==> src/rtl/core/triangle_tangent_frame_core_defines.svh <==
// Assertion macros shared by the tangent frame core.
`ifndef TRIANGLE_TANGENT_FRAME_CORE_DEFINES_SVH
`define TRIANGLE_TANGENT_FRAME_CORE_DEFINES_SVH

// A condition that holds at every clock edge outside reset.
`define TTF_CHECK(lbl, cond) \
   lbl: assert property (@(posedge clock) disable iff (reset) (cond)) \
      else $error("tangent frame check failed");

// A condition that implies another in the next cycle.
`define TTF_CHECK_NEXT(lbl, ante, cons) \
   lbl: assert property (@(posedge clock) disable iff (reset) (ante) |=> (cons)) \
      else $error("tangent frame sequence check failed");

`endif

==> src/rtl/core/ttf_pkg.sv <==
package ttf_pkg;

   // Field widths of one input word.
   localparam int POS_WIDTH = 32;
   localparam int UV_WIDTH  = 16;

   // Edge, texture delta, multiplier operand and product widths.
   localparam int E_W  = POS_WIDTH + 1;
   localparam int D_W  = UV_WIDTH + 1;
   localparam int MA_W = (E_W > D_W) ? E_W : D_W;
   localparam int PR_W = MA_W + D_W;
   localparam int V_W  = PR_W + 1;
   localparam int BL_W = $clog2(V_W + 1);
   localparam int VI_W = $clog2(V_W);

   // Normalisation: mantissa, squares, root, numerator and quotient widths.
   localparam int M_W    = 30;
   localparam int FRAC   = 14;
   localparam int OUT_W  = 16;
   localparam int SQ_W   = 2 * M_W + 2;
   localparam int ROOT_W = M_W + 1;
   localparam int N_W    = M_W + FRAC + 1;
   localparam int Q_W    = FRAC + 1;
   localparam int SH_W   = V_W + M_W;

   // Number of words emitted per triangle and the queue depth.
   localparam int COPIES      = 3;
   localparam int QUEUE_DEPTH = 2;

   // One triangle ready for the back end.
   typedef struct packed {
      logic signed [E_W-1:0] e1x;
      logic signed [E_W-1:0] e1y;
      logic signed [E_W-1:0] e1z;
      logic signed [E_W-1:0] e2x;
      logic signed [E_W-1:0] e2y;
      logic signed [E_W-1:0] e2z;
      logic signed [D_W-1:0] du1;
      logic signed [D_W-1:0] dv1;
      logic signed [D_W-1:0] du2;
      logic signed [D_W-1:0] dv2;
   } tri_type;

   // Queue status seen by the front and the back.
   typedef struct packed {
      logic full;
      logic valid;
   } q_status_type;

endpackage

==> src/rtl/core/ttf_queue.sv <==
`include "triangle_tangent_frame_core_defines.svh"

module ttf_queue (
   input  logic                   clock,
   input  logic                   reset,
   input  logic                   push,
   input  ttf_pkg::tri_type       push_data,
   input  logic                   pop,
   output ttf_pkg::tri_type       pop_data,
   output ttf_pkg::q_status_type  q_status
);

   localparam int DEPTH = ttf_pkg::QUEUE_DEPTH;
   localparam int PTR_W = $clog2(DEPTH);
   localparam int CNT_W = $clog2(DEPTH + 1);

   ttf_pkg::tri_type slot_ff [DEPTH];
   logic [PTR_W-1:0] wr_ptr_ff, rd_ptr_ff;
   logic [CNT_W-1:0] count_ff;

   assign q_status.full  = (count_ff == CNT_W'(DEPTH));
   assign q_status.valid = (count_ff != '0);
   assign pop_data       = slot_ff[rd_ptr_ff];

   // Pointers and fill count.
   always_ff @(posedge clock) begin
      if (reset) begin
         wr_ptr_ff <= '0;
         rd_ptr_ff <= '0;
         count_ff  <= '0;
      end else begin
         if (push) begin
            wr_ptr_ff <= (wr_ptr_ff == PTR_W'(DEPTH - 1)) ? '0 : wr_ptr_ff + 1'b1;
         end
         if (pop) begin
            rd_ptr_ff <= (rd_ptr_ff == PTR_W'(DEPTH - 1)) ? '0 : rd_ptr_ff + 1'b1;
         end
         if (push && !pop) begin
            count_ff <= count_ff + 1'b1;
         end else if (pop && !push) begin
            count_ff <= count_ff - 1'b1;
         end
      end
   end

   // Storage.
   always_ff @(posedge clock) begin
      if (push) begin
         slot_ff[wr_ptr_ff] <= push_data;
      end
   end

   `TTF_CHECK(no_push_when_full, !(push && q_status.full))
   `TTF_CHECK(no_pop_when_empty, !(pop && !q_status.valid))
   `TTF_CHECK(count_in_range, count_ff <= CNT_W'(DEPTH))

endmodule

==> config.mk <==
export PLATFORM = sky130hd
export DESIGN_NAME = ttf_queue
export DESIGN_NICKNAME = d
export VERILOG_FILES = /design/src/rtl/core/ttf_pkg.sv /design/src/rtl/core/ttf_queue.sv
export VERILOG_INCLUDE_DIRS = /design/src /design/src/rtl/core
export SDC_FILE = /design/constraint.sdc
export NUM_CORES = 1
export LEC_CHECK = 0
export BUFFER_PORTS_ARGS = -buffer_cell sky130_fd_sc_hd__buf_2
export CAP_MARGIN = 0
export CORE_ASPECT_RATIO = 1.5
export CORE_UTILIZATION = 36
export DETAILED_ROUTE_END_ITERATION = 16
export GPL_TIMING_DRIVEN = 0
export MAX_ROUTING_LAYER = met4
export SLEW_MARGIN = 20
export SYNTH_ARGS = -nofsm -noshare
export SYNTH_HDL_FRONTEND = slang
export SYNTH_SLANG_ARGS = --single-unit
==> constraint.sdc <==
create_clock -name clock -period 16.65 [get_ports clock]
set_input_delay 4.995 -clock clock [delete_from_list [all_inputs] [get_ports clock]]
set_output_delay 4.995 -clock clock [all_outputs]
set_load 0.01 [all_outputs]
==> results_dict.tcl <==
set metrics [dict create \
    dp_hpwl_mm 32.91 \
    cts.sinks 537 \
    cts_hold_repair.buffers 0 \
    gp_congestion 0.7651 \
    p_leak_nw 10.27 \
    path_clk_slew_ns 0.06 \
    hold_path_startpoint "count_ff[1]$_SDFFE_PP0P_" \
    crit_path_end_kind "output pin" \
    hp-class "reg -> reg" \
    post_layout_nonfiller_instances 2271 \
    netlist_area_um2 20450 \
    cp_slowest_cell "dfxtp_1" \
    dieArea_um2 57780 \
    cts_tree "built" \
    path_max_fanout 10 \
    max_cap_violations 0 \
    first_iter_violations 287 \
    synth_area_per_cell_um2 24.06 \
    ctsHtreeMaxLevel 2 \
    slew_headroom_pct 66.32 \
    period_share_pct 41.89 \
    period_needed_ns 6.975 \
    setup_slack_ns 9.675 \
    drc 0 \
    utilization_pct 46.74 \
    core.rowCount 106 \
    grtUsageTotal_pct 15.52 \
    powerDensity_nw_per_um2 118.7 \
    ys_seq_area_share_pct 78.61 \
    post_cts_buffers 0 \
    dr.pass1.iters 4 \
    root_buffer "clkbuf_16" \
    postSynthCellCount 850 \
    timing.hold.ws_ns 0.5018 \
    grt_pass1_wl_mm 64.27 \
    ir_worst_vdd_uv 117.9 \
    fp.dieH_um 293.9 \
    hold_viol 0 \
    crit_top_cell "buf_6" \
    die_w_um 196.6 \
    path_cells "buf_6 > buf_8 > buf_6 > mux2_4 > buf_2" \
    io_pins 538 \
    grt_max_degree 53 \
    overflow 0 \
    cts_resized 0 \
    via_per_inst 4.443 \
    slew_viol_final 0 \
    grt_pass1_vias 10830 \
    setup_viol 0 \
    initial_utilization_pct 36.54 \
    start_kind "flip-flop" \
    outcome "finished, final reports clean" \
    setup_tns_ns 0 \
    synth_cell_types 18 \
    timing.fmax_ghz 0.1434 \
    tightest_slew_ns 0.5041 \
    areaGrowthSynthToFinish_pct 27.92 \
    cts_made_buffers 51 \
    antenna_found_initial 19 \
    wl_mm 44.93 \
    worstReg2RegStart "wr_ptr_ff$_SDFFE_PP0P_" \
    required_ns 11.65 \
    nNetsFinal 1730 \
    dp_cells 2162 \
    core-area_um2 55970 \
    ys_ff_latch 537 \
    layout-drive-gt1-share_pct 61.82 \
    ys_warn_count 0 \
    rsz0062_at_grt "no" \
    clockBufferDepth 3 \
    routedWlPerCell_um 19.78 \
    numPortBuffers 537 \
    vias 10090 \
    skew_ns 0.01185 \
    dp_slack_ns 9.479 \
    cp_slowest_stage_delay_ns 0.32 \
    clk-insertion-delay-late_ns 0.59 \
    path_class "reg -> out" \
    worstPathArrival_ns 1.98 \
    synth_nets 1121 \
    postRouteAntennaNets 0 \
]
==> layer usage <==
layer | global-route usage, % | up-vias | share of wire, % | wire [µm]
met4 | 6.958 | 0 | 3.5 | 1553
met3 | 4.883 | 83 | 7.5 | 3379
met1 | 15.59 | 4997 | 36 | 16150
met5 | - | - | 0 | 0
met2 | 27.37 | 364 | 53 | 23840
li1 | - | 4646 | - | -
==> Yosys cell counts, drive strengths merged <==
| library cell | n | area [µm²] |
|---|---|---|
| buf | 30 | 370.3 |
| or2 | 1 | 6.260 |
| xnor2 | 2 | 17.52 |
| nor2 | 4 | 15.01 |
| o21ai | 1 | 5.000 |
| or3 | 1 | 6.260 |
| and2 | 1 | 6.260 |
| nor2b | 2 | 12.51 |
| inv | 1 | 3.750 |
| edfxtp | 532 | 15980 |
| a21oi | 1 | 5.000 |
| mux2 | 266 | 3896 |
| dfxtp | 5 | 100.1 |
| ha | 1 | 12.51 |
| xor2 | 2 | 17.52 |
==> cells by family (layout without fill, tap and decap cells) <==
kind of cell    Yosys count  after routing  share of synthesized area [%]
mux                     266            266                          19.05
simple gates              9              9                         0.2264
flops                   537            537                          78.61
xor+xnor                  4              4                         0.1713
fa+ha+maj                 1              1                        0.06117
other cells               0             17                              0
compound gates            2              2                        0.04890
buf+inv                  31            679                          1.829
==> worst max-delay path, delay by kind of cell, from the launching register on <==
family	cells	cell delay, ns
DFF	1	0.32
muxes	1	0.31
buffers and inverters	4	0.75
==> cell usage in the layout (no fill, tap or decap), types with 3 or more instances in the layout <==
cell,synthesis,routed
buf_16,0,12
inv_6,0,3
dfxtp_1,5,5
mux2_2,26,26
clkinv_4,0,3
buf_6,16,16
buf_8,12,12
clkinv_2,0,11
nor2_1,4,4
clkbuf_16,0,51
bufinv_16,0,3
buf_12,0,7
clkbuf_1,0,13
buf_2,2,539
mux2_4,240,240
edfxtp_1,532,532
diode_2,0,17
clkinv_1,0,8
==> cell type report <==
class / instances / area [µm²]
fillers: 4898 / 29810
flip-flops and latches: 537 / 16080
multi-input cells: 282 / 4010
repair buffers: 556 / 3158
clock buffers: 64 / 1325
well taps: 756 / 945.9
plain buffers: 30 / 370.4
clock inverters: 28 / 227.7
diodes: 17 / 42.54
inverters: 1 / 3.754
==> worst paths after layout <==
check	slack [ns]	depth (start not counted)	to
min	0.50	2	count_ff[1]$_SDFFE_PP0P_
max	9.67	5	pop_data[189]
min reg2reg	0.50	2	count_ff[1]$_SDFFE_PP0P_
max reg2reg	14.35	7	slot_ff[0][64]$_DFFE_PP_
==> state kept, by name, indices dropped and copies added (netlist names), named ones only <==
| name | flops |
|---|---|
| wr_ptr_ff | 1 |
| rd_ptr_ff | 1 |
| slot_ff | 532 |
| count_ff | 2 |
==> where the power goes <==
group          switching, mW  internal (mW)
Combinational          0.199          0.212
Clock                  0.486          0.612
Sequential            0.0190           1.58
==> stage by stage <==
step | instance area [µm²] | power (mW)
after floorplan | 20450 | 1.881
after detailed placement | 24560 | 2.046
final | 26160 | 3.106
after global placement | 24090 | 2.050
after global routing | 26160 | 3.223
after CTS | 26120 | 3.155
Note: power is estimated with default switching activity, not from simulation.
