[src/rtl/core/triangle_tangent_frame_core_defines.svh]
// Assertion macros shared by the tangent frame core.
`ifndef TRIANGLE_TANGENT_FRAME_CORE_DEFINES_SVH
`define TRIANGLE_TANGENT_FRAME_CORE_DEFINES_SVH

// A condition that holds at every clock edge outside reset.
`define TTF_CHECK(lbl, cond) \
   lbl: assert property (@(posedge clock) disable iff (reset) (cond)) \
      else $error("tangent frame check failed");

// A condition that implies another in the next cycle.
`define TTF_CHECK_NEXT(lbl, ante, cons) \
   lbl: assert property (@(posedge clock) disable iff (reset) (ante) |=> (cons)) \
      else $error("tangent frame sequence check failed");

`endif

[src/rtl/core/ttf_pkg.sv]
package ttf_pkg;

   // Field widths of one input word.
   localparam int POS_WIDTH = 32;
   localparam int UV_WIDTH  = 16;

   // Edge, texture delta, multiplier operand and product widths.
   localparam int E_W  = POS_WIDTH + 1;
   localparam int D_W  = UV_WIDTH + 1;
   localparam int MA_W = (E_W > D_W) ? E_W : D_W;
   localparam int PR_W = MA_W + D_W;
   localparam int V_W  = PR_W + 1;
   localparam int BL_W = $clog2(V_W + 1);
   localparam int VI_W = $clog2(V_W);

   // Normalisation: mantissa, squares, root, numerator and quotient widths.
   localparam int M_W    = 30;
   localparam int FRAC   = 14;
   localparam int OUT_W  = 16;
   localparam int SQ_W   = 2 * M_W + 2;
   localparam int ROOT_W = M_W + 1;
   localparam int N_W    = M_W + FRAC + 1;
   localparam int Q_W    = FRAC + 1;
   localparam int SH_W   = V_W + M_W;

   // Number of words emitted per triangle and the queue depth.
   localparam int COPIES      = 3;
   localparam int QUEUE_DEPTH = 2;

   // One triangle ready for the back end.
   typedef struct packed {
      logic signed [E_W-1:0] e1x;
      logic signed [E_W-1:0] e1y;
      logic signed [E_W-1:0] e1z;
      logic signed [E_W-1:0] e2x;
      logic signed [E_W-1:0] e2y;
      logic signed [E_W-1:0] e2z;
      logic signed [D_W-1:0] du1;
      logic signed [D_W-1:0] dv1;
      logic signed [D_W-1:0] du2;
      logic signed [D_W-1:0] dv2;
   } tri_type;

   // Queue status seen by the front and the back.
   typedef struct packed {
      logic full;
      logic valid;
   } q_status_type;

endpackage

[src/rtl/core/ttf_front.sv]
module ttf_front (
   input  logic                                  clock,
   input  logic                                  reset,
   input  logic                                  req_valid,
   output logic                                  req_ready,
   input  logic signed [ttf_pkg::POS_WIDTH-1:0]  req_pos_x,
   input  logic signed [ttf_pkg::POS_WIDTH-1:0]  req_pos_y,
   input  logic signed [ttf_pkg::POS_WIDTH-1:0]  req_pos_z,
   input  logic signed [ttf_pkg::UV_WIDTH-1:0]   req_tex_u,
   input  logic signed [ttf_pkg::UV_WIDTH-1:0]   req_tex_v,
   input  ttf_pkg::q_status_type                 q_status,
   output logic                                  push,
   output ttf_pkg::tri_type                      push_data
);

   localparam int E_W = ttf_pkg::E_W;
   localparam int D_W = ttf_pkg::D_W;

   logic [1:0] phase_ff;
   logic [1:0] phase_in;
   logic signed [ttf_pkg::POS_WIDTH-1:0] p0_ff [3];
   logic signed [ttf_pkg::POS_WIDTH-1:0] p1_ff [3];
   logic signed [ttf_pkg::UV_WIDTH-1:0]  t0u_ff, t0v_ff, t1u_ff, t1v_ff;
   logic accept;
   logic third;

   // The third vertex needs room in the queue; the first two are always taken.
   assign third     = (phase_ff == 2'd2);
   assign req_ready = !(third && q_status.full);
   assign accept    = req_valid && req_ready;
   assign push      = accept && third;

   // Phase three cannot arise and is treated as phase zero.
   always_comb begin
      case (phase_ff)
         2'd0:    phase_in = 2'd1;
         2'd1:    phase_in = 2'd2;
         2'd2:    phase_in = 2'd0;
         default: phase_in = 2'd1;
      endcase
   end

   // Edges and texture deltas of the triangle closed by this vertex.
   always_comb begin
      push_data.e1x = E_W'(p1_ff[0]) - E_W'(p0_ff[0]);
      push_data.e1y = E_W'(p1_ff[1]) - E_W'(p0_ff[1]);
      push_data.e1z = E_W'(p1_ff[2]) - E_W'(p0_ff[2]);
      push_data.e2x = E_W'(req_pos_x) - E_W'(p0_ff[0]);
      push_data.e2y = E_W'(req_pos_y) - E_W'(p0_ff[1]);
      push_data.e2z = E_W'(req_pos_z) - E_W'(p0_ff[2]);
      push_data.du1 = D_W'(t1u_ff) - D_W'(t0u_ff);
      push_data.dv1 = D_W'(t1v_ff) - D_W'(t0v_ff);
      push_data.du2 = D_W'(req_tex_u) - D_W'(t0u_ff);
      push_data.dv2 = D_W'(req_tex_v) - D_W'(t0v_ff);
   end

   // Phase counter.
   always_ff @(posedge clock) begin
      if (reset) begin
         phase_ff <= 2'd0;
      end else if (accept) begin
         phase_ff <= phase_in;
      end
   end

   // Held vertices of the open triangle.
   always_ff @(posedge clock) begin
      if (accept && (phase_ff == 2'd1)) begin
         p1_ff[0] <= req_pos_x;
         p1_ff[1] <= req_pos_y;
         p1_ff[2] <= req_pos_z;
         t1u_ff   <= req_tex_u;
         t1v_ff   <= req_tex_v;
      end else if (accept && !third) begin
         p0_ff[0] <= req_pos_x;
         p0_ff[1] <= req_pos_y;
         p0_ff[2] <= req_pos_z;
         t0u_ff   <= req_tex_u;
         t0v_ff   <= req_tex_v;
      end
   end

endmodule

[config.mk]
export PLATFORM = sky130hd
export DESIGN_NAME = ttf_front
export DESIGN_NICKNAME = d
export VERILOG_FILES = /design/src/rtl/core/triangle_tangent_frame_core_defines.svh /design/src/rtl/core/ttf_pkg.sv /design/src/rtl/core/ttf_front.sv
export SDC_FILE = /design/constraint.sdc
export NUM_CORES = 1
export LEC_CHECK = 0
export BUFFER_PORTS_ARGS = -buffer_cell sky130_fd_sc_hd__buf_2
export CORE_ASPECT_RATIO = 1.1
export CORE_MARGIN = 10
export CORE_UTILIZATION = 35
export DETAILED_ROUTE_END_ITERATION = 6
export GPL_TIMING_DRIVEN = 0
export PLACE_DENSITY = 0.63
export SLEW_MARGIN = 20
export SYNTH_ARGS = -nofsm -noshare
export SYNTH_HDL_FRONTEND = slang
export SYNTH_SLANG_ARGS = --single-unit
[constraint.sdc]
create_clock -name clock -period 13.4 [get_ports clock]
set_clock_uncertainty 0.05 [all_clocks]
set_input_delay 0.67 -clock clock [delete_from_list [all_inputs] [get_ports clock]]
set_output_delay 0.67 -clock clock [all_outputs]
set_load 0.02 [all_outputs]
==> impl_summary.txt <==
----------------------------------------------------
[Status]
  Result of the run ... finished, final reports clean

[Timing]
  Slew of the pin with the lowest slew margin ... a little over 0.8 ns
  Headroom to the max-slew limit ... 0.4587
  Max-slew violation total from the final report ... 0
  Worst setup slack after layout ... 8.299 ns
  Setup violations, final ... 0
  Min cycle time layout ... approximately 5.1 ns
  Setup repair after global routing missed its margin ... false
  Final hold violation count ... 0
  Achievable frequency ... about 200 MHz
  Period utilisation layout ... 0.3807

[Synth]
  Distinct cells, synth ... 75
  Top_reg_cell synth ... sky130_fd_sc_hd__edfxtp_1
  EDFF count, synth ... 256
  Flip-flop and latch count after synthesis ... 258
  Combined area of all synthesized cells ... between 20000 and 25000 um2
  Mean instance size in the synthesized netlist ... a little under 10 um2
  Dominant combinational cell family by area after synthesis ... compound AO/OA/AOI/OAI gates
  Share of the yosys chip area belonging to registers ... 0.3833
  Number of synthesis warnings ... 0
  Xor/xnor share of the synthesized area ... 0.08732
  Fraction of synthesized area in multiplexers ... 0.0004965
  Number of nets produced by synthesis ... ~2400
  Share of synthesized cell area in full adder, half adder and majority cells ... 0.1700
  Share of the synthesized area in compound gates (AO/OA/AOI/OAI) ... 0.2013
  Share of synthesized registers carrying an async set or reset ... 0
  Post-Syn Instances ... roughly 2000
  Post-synthesis simple-gate area fraction ... 0.1158

[Floorplan]
  Die Outline Area ... just under 70000 um2
  Area of the core ... around 57000 um2
  Y dimension of the die ... approximately 270 um
  Initial Utilization ... 0.3524
  Placement row count ... 92
  Ports ... about 400
  Width of the die ... around 250 um

[Power and ir drop]
  Net switching share of the total power ... 0.3749
  Leakage ... around 0.011 uW
  P_sw ... 1179 uW
  Power Density ... 128.4 nW/um2
  Sequential fraction of design power ... 0.305
  Clock share of power ... 0.301
  Peak supply drop ... around 0.081 mV
  Internal ... between 1500 and 2000 uW
  Combinational cell fraction of total power ... 0.395

[Placed design]
  Placed cell areas ... between 20000 and 25000 um2
  Port Buffers ... approximately 400
  Worst slack at placement ... ~9 ns
  DP HPWL ... just under 50000 um
  Final RePlAce weighted congestion ... between 0.9 and 1

[Setup path]
  Highest fanout seen on the critical path ... 4
  Stage delay of the slowest cell on the critical path ... about 0.5 ns
  CP Launch Point ... p0_ff[0][0]$_DFFE_PP_
  Endpoint required time on the critical path ... around 13 ns
  Data arrival, critical path ... 4.38 ns
  Endpoint kind of the worst setup timing path ... output pin
  Kind of critical path ... flop to output pin
  Source of the worst register-to-register timing path ... phase_ff[0]$_SDFFE_PP0P_
  Bufs and invs on worst path ... 1
  Crit path launch type ... flop
  Crit-path leading delay family ... compound AO/OA/AOI/OAI gates
  Ordered cell list for the critical path ... ha_1 -> fa_1 -> nor2b_1 -> o31ai_1 -> a211oi_1 -> o211ai_1 -> a31oi_1 -> a31oi_1 -> o21ai_2 -> a21oi_2 -> o311ai_0 -> buf_2
  Critical-path cell with the highest stage delay ... sky130_fd_sc_hd__a211oi_1
  Dominant cell type by count on the critical path ... sky130_fd_sc_hd__a31oi_1

[Detailed routing]
  Post-route antenna net violation count ... 0
  Initial drt markers ... approximately 730
  Length of the first detailed-routing pass in iterations ... 5
  Wirelength per Cell ... 18.32 um
  Vias ... between 15000 and 20000
  DRC errors left ... 0
  Via density ... between 5 and 6
  Total wirelength of the detailed-routed design ... about 60000 um

[Global routing]
  Maximum number of pins on one net before global-route repair ... between 40 and 50
  Grt total ovfl ... 0
  First-pass GRT wire length ... 92760 um
  Antenna violations before repair ... 19
  Overall Global Routing Usage ... 0.1689
  Vias in the first global route ... 17300

[Min path]
  Hold Path Origin ... reset
  Classification of the worst-slack hold path ... input port to flop

[Clocking]
  Number of buffers inserted during clock tree synthesis ... 34
  Clock root buffer ... sky130_fd_sc_hd__clkbuf_16
  Resize count post-CTS ... 0
  Clock latency reported for the late side of the worst-skew pair ... 0.53 ns
  Clock tree from TritonCTS ... done
  Longest Clk Path Bufs ... 3
  Number of setup buffers added after CTS ... 0
  H-tree Lvls ... 2
  Sink count of the clock tree ... between 200 and 300
  Hold buffers post-CTS ... 0
  Clock transition at the registers of the reported paths ... 0.06 ns

[Final layout]
  Area growth syn-to-layout ... 21.39%
  Fillers ... between 5000 and 6000
  Reg area ... around 7700 um2
  Multi-input gate area in the final layout ... between 10000 and 15000 um2
  Fraction of layout instances using a drive strength above 1 ... 0.2006
  Most common cell after layout, fill and taps aside ... sky130_fd_sc_hd__buf_2
  Highest-count cells in the layout ignoring fill and taps ... 400 x sky130_fd_sc_hd__buf_2, 258 x sky130_fd_sc_hd__ha_1, 256 x sky130_fd_sc_hd__edfxtp_1
  Number of nets in the final layout ... between 2000 and 3000
  Post-route cell area ... approximately 24000 um2

[Flow run]
  Max-Cap Viols ... 0

----------------------------------------------------
[path summary, 6_finish.rpt]
path	cells past startpoint	slack, ns	end
worst max-delay path	12	8.30	push_data[263]
worst min-delay path	2	0.26	phase_ff[1]$_SDFFE_PP0P_
worst max register to register	8	10.56	p0_ff[0][36]$_DFFE_PP_
worst min register to register	2	0.45	phase_ff[0]$_SDFFE_PP0P_
[metal layers]
metal	GRT usage	vias up	routed length, um	part of all wire
met4	0.06678	14	1908	0.032
met3	0.04536	116	3892	0.065
met1	0.1875	7973	23880	0.40
met2	0.3018	419	30240	0.50
li1	-	8421	-	-
met5	0	-	79	0.0013
[cell families after synthesis]
| kind of cell | Yosys count |
|---|---|
| AOI/OAI and AO/OA | 602 |
| xor gates and xnor gates | 201 |
| adders and majority gates | 268 |
| buffers and inverters | 224 |
| DFF | 258 |
| muxes | 1 |
| and+or+nand+nor | 480 |
[stage by stage]
step           instances  hold slack (ns)  power (uW)  setup TNS (ns)    util
6_report            3275           0.2604        3144               0  0.4278
5_1_grt             3272           0.2435        3318               0  0.4277
4_1_cts             3264           0.2177        3183               0  0.4273
3_5_place_dp        3203           0.4384        2219               0  0.4071
3_3_place_gp        3185           0.4098        2214         -544.95  0.4038
2_1_floorplan       2034           0.3976        1807               0       -
[registers in the layout (all words and copies together) (netlist names)]
register and cells:
t1v_ff 16, p1_ff 96, t1u_ff 16, t0v_ff 16
t0u_ff 16, p0_ff 96, phase_ff 2
[area by class of cell]
class / count / area share
clock inverters: 20 / 0.008895
diodes: 11 / 0.001125
inverters: 208 / 0.03190
well taps: 752 / 0.03844
clock buffers: 41 / 0.03844
plain buffers: 16 / 0.002505
repair buffers: 417 / 0.08890
multi-input cells: 1552 / 0.4741
flip-flops and latches: 258 / 0.3157
[cells in the mapped netlist, drive strengths merged (5+ instances only)]
library cell,count,share of area
ha,258,0.16
edfxtp,256,0.38
inv,208,0.039
a21oi,167,0.042
xnor2,139,0.060
nor2,134,0.025
nand2,112,0.021
a21o,105,0.039
o21ai,105,0.027
xor2,62,0.027
o21a,44,0.016
nand3,43,0.011
nor3,41,0.010
nor2b,37,0.012
nand2b,32,0.0099
a31oi,30,0.0099
and3,20,0.0062
a211oi,16,0.0060
o21bai,16,0.0060
clkbuf,15,0.0028
o211ai,15,0.0056
or3,13,0.0040
o31ai,12,0.0047
and2,10,0.0031
fa,10,0.0099
nand4,10,0.0031
a221oi,9,0.0057
a21boi,8,0.0030
o2111ai,8,0.0035
o31a,7,0.0030
a2111oi,6,0.0027
and4,6,0.0026
o22ai,6,0.0019
o41ai,6,0.0043
a311oi,5,0.0028
a31o,5,0.0022
nor3b,5,0.0019
o211a,5,0.0025
[power by group through the flow]
stage / logic [uW] / registers, uW / clock network [uW]
global placement: 1220 / 996 / 0
global route: 1350 / 962 / 1010
detailed placement: 1240 / 975 / 0
floorplan: 823 / 985 / 0
finish: 1240 / 958 / 945
CTS: 1250 / 958 / 974
Power figures use the tool's default switching activity.
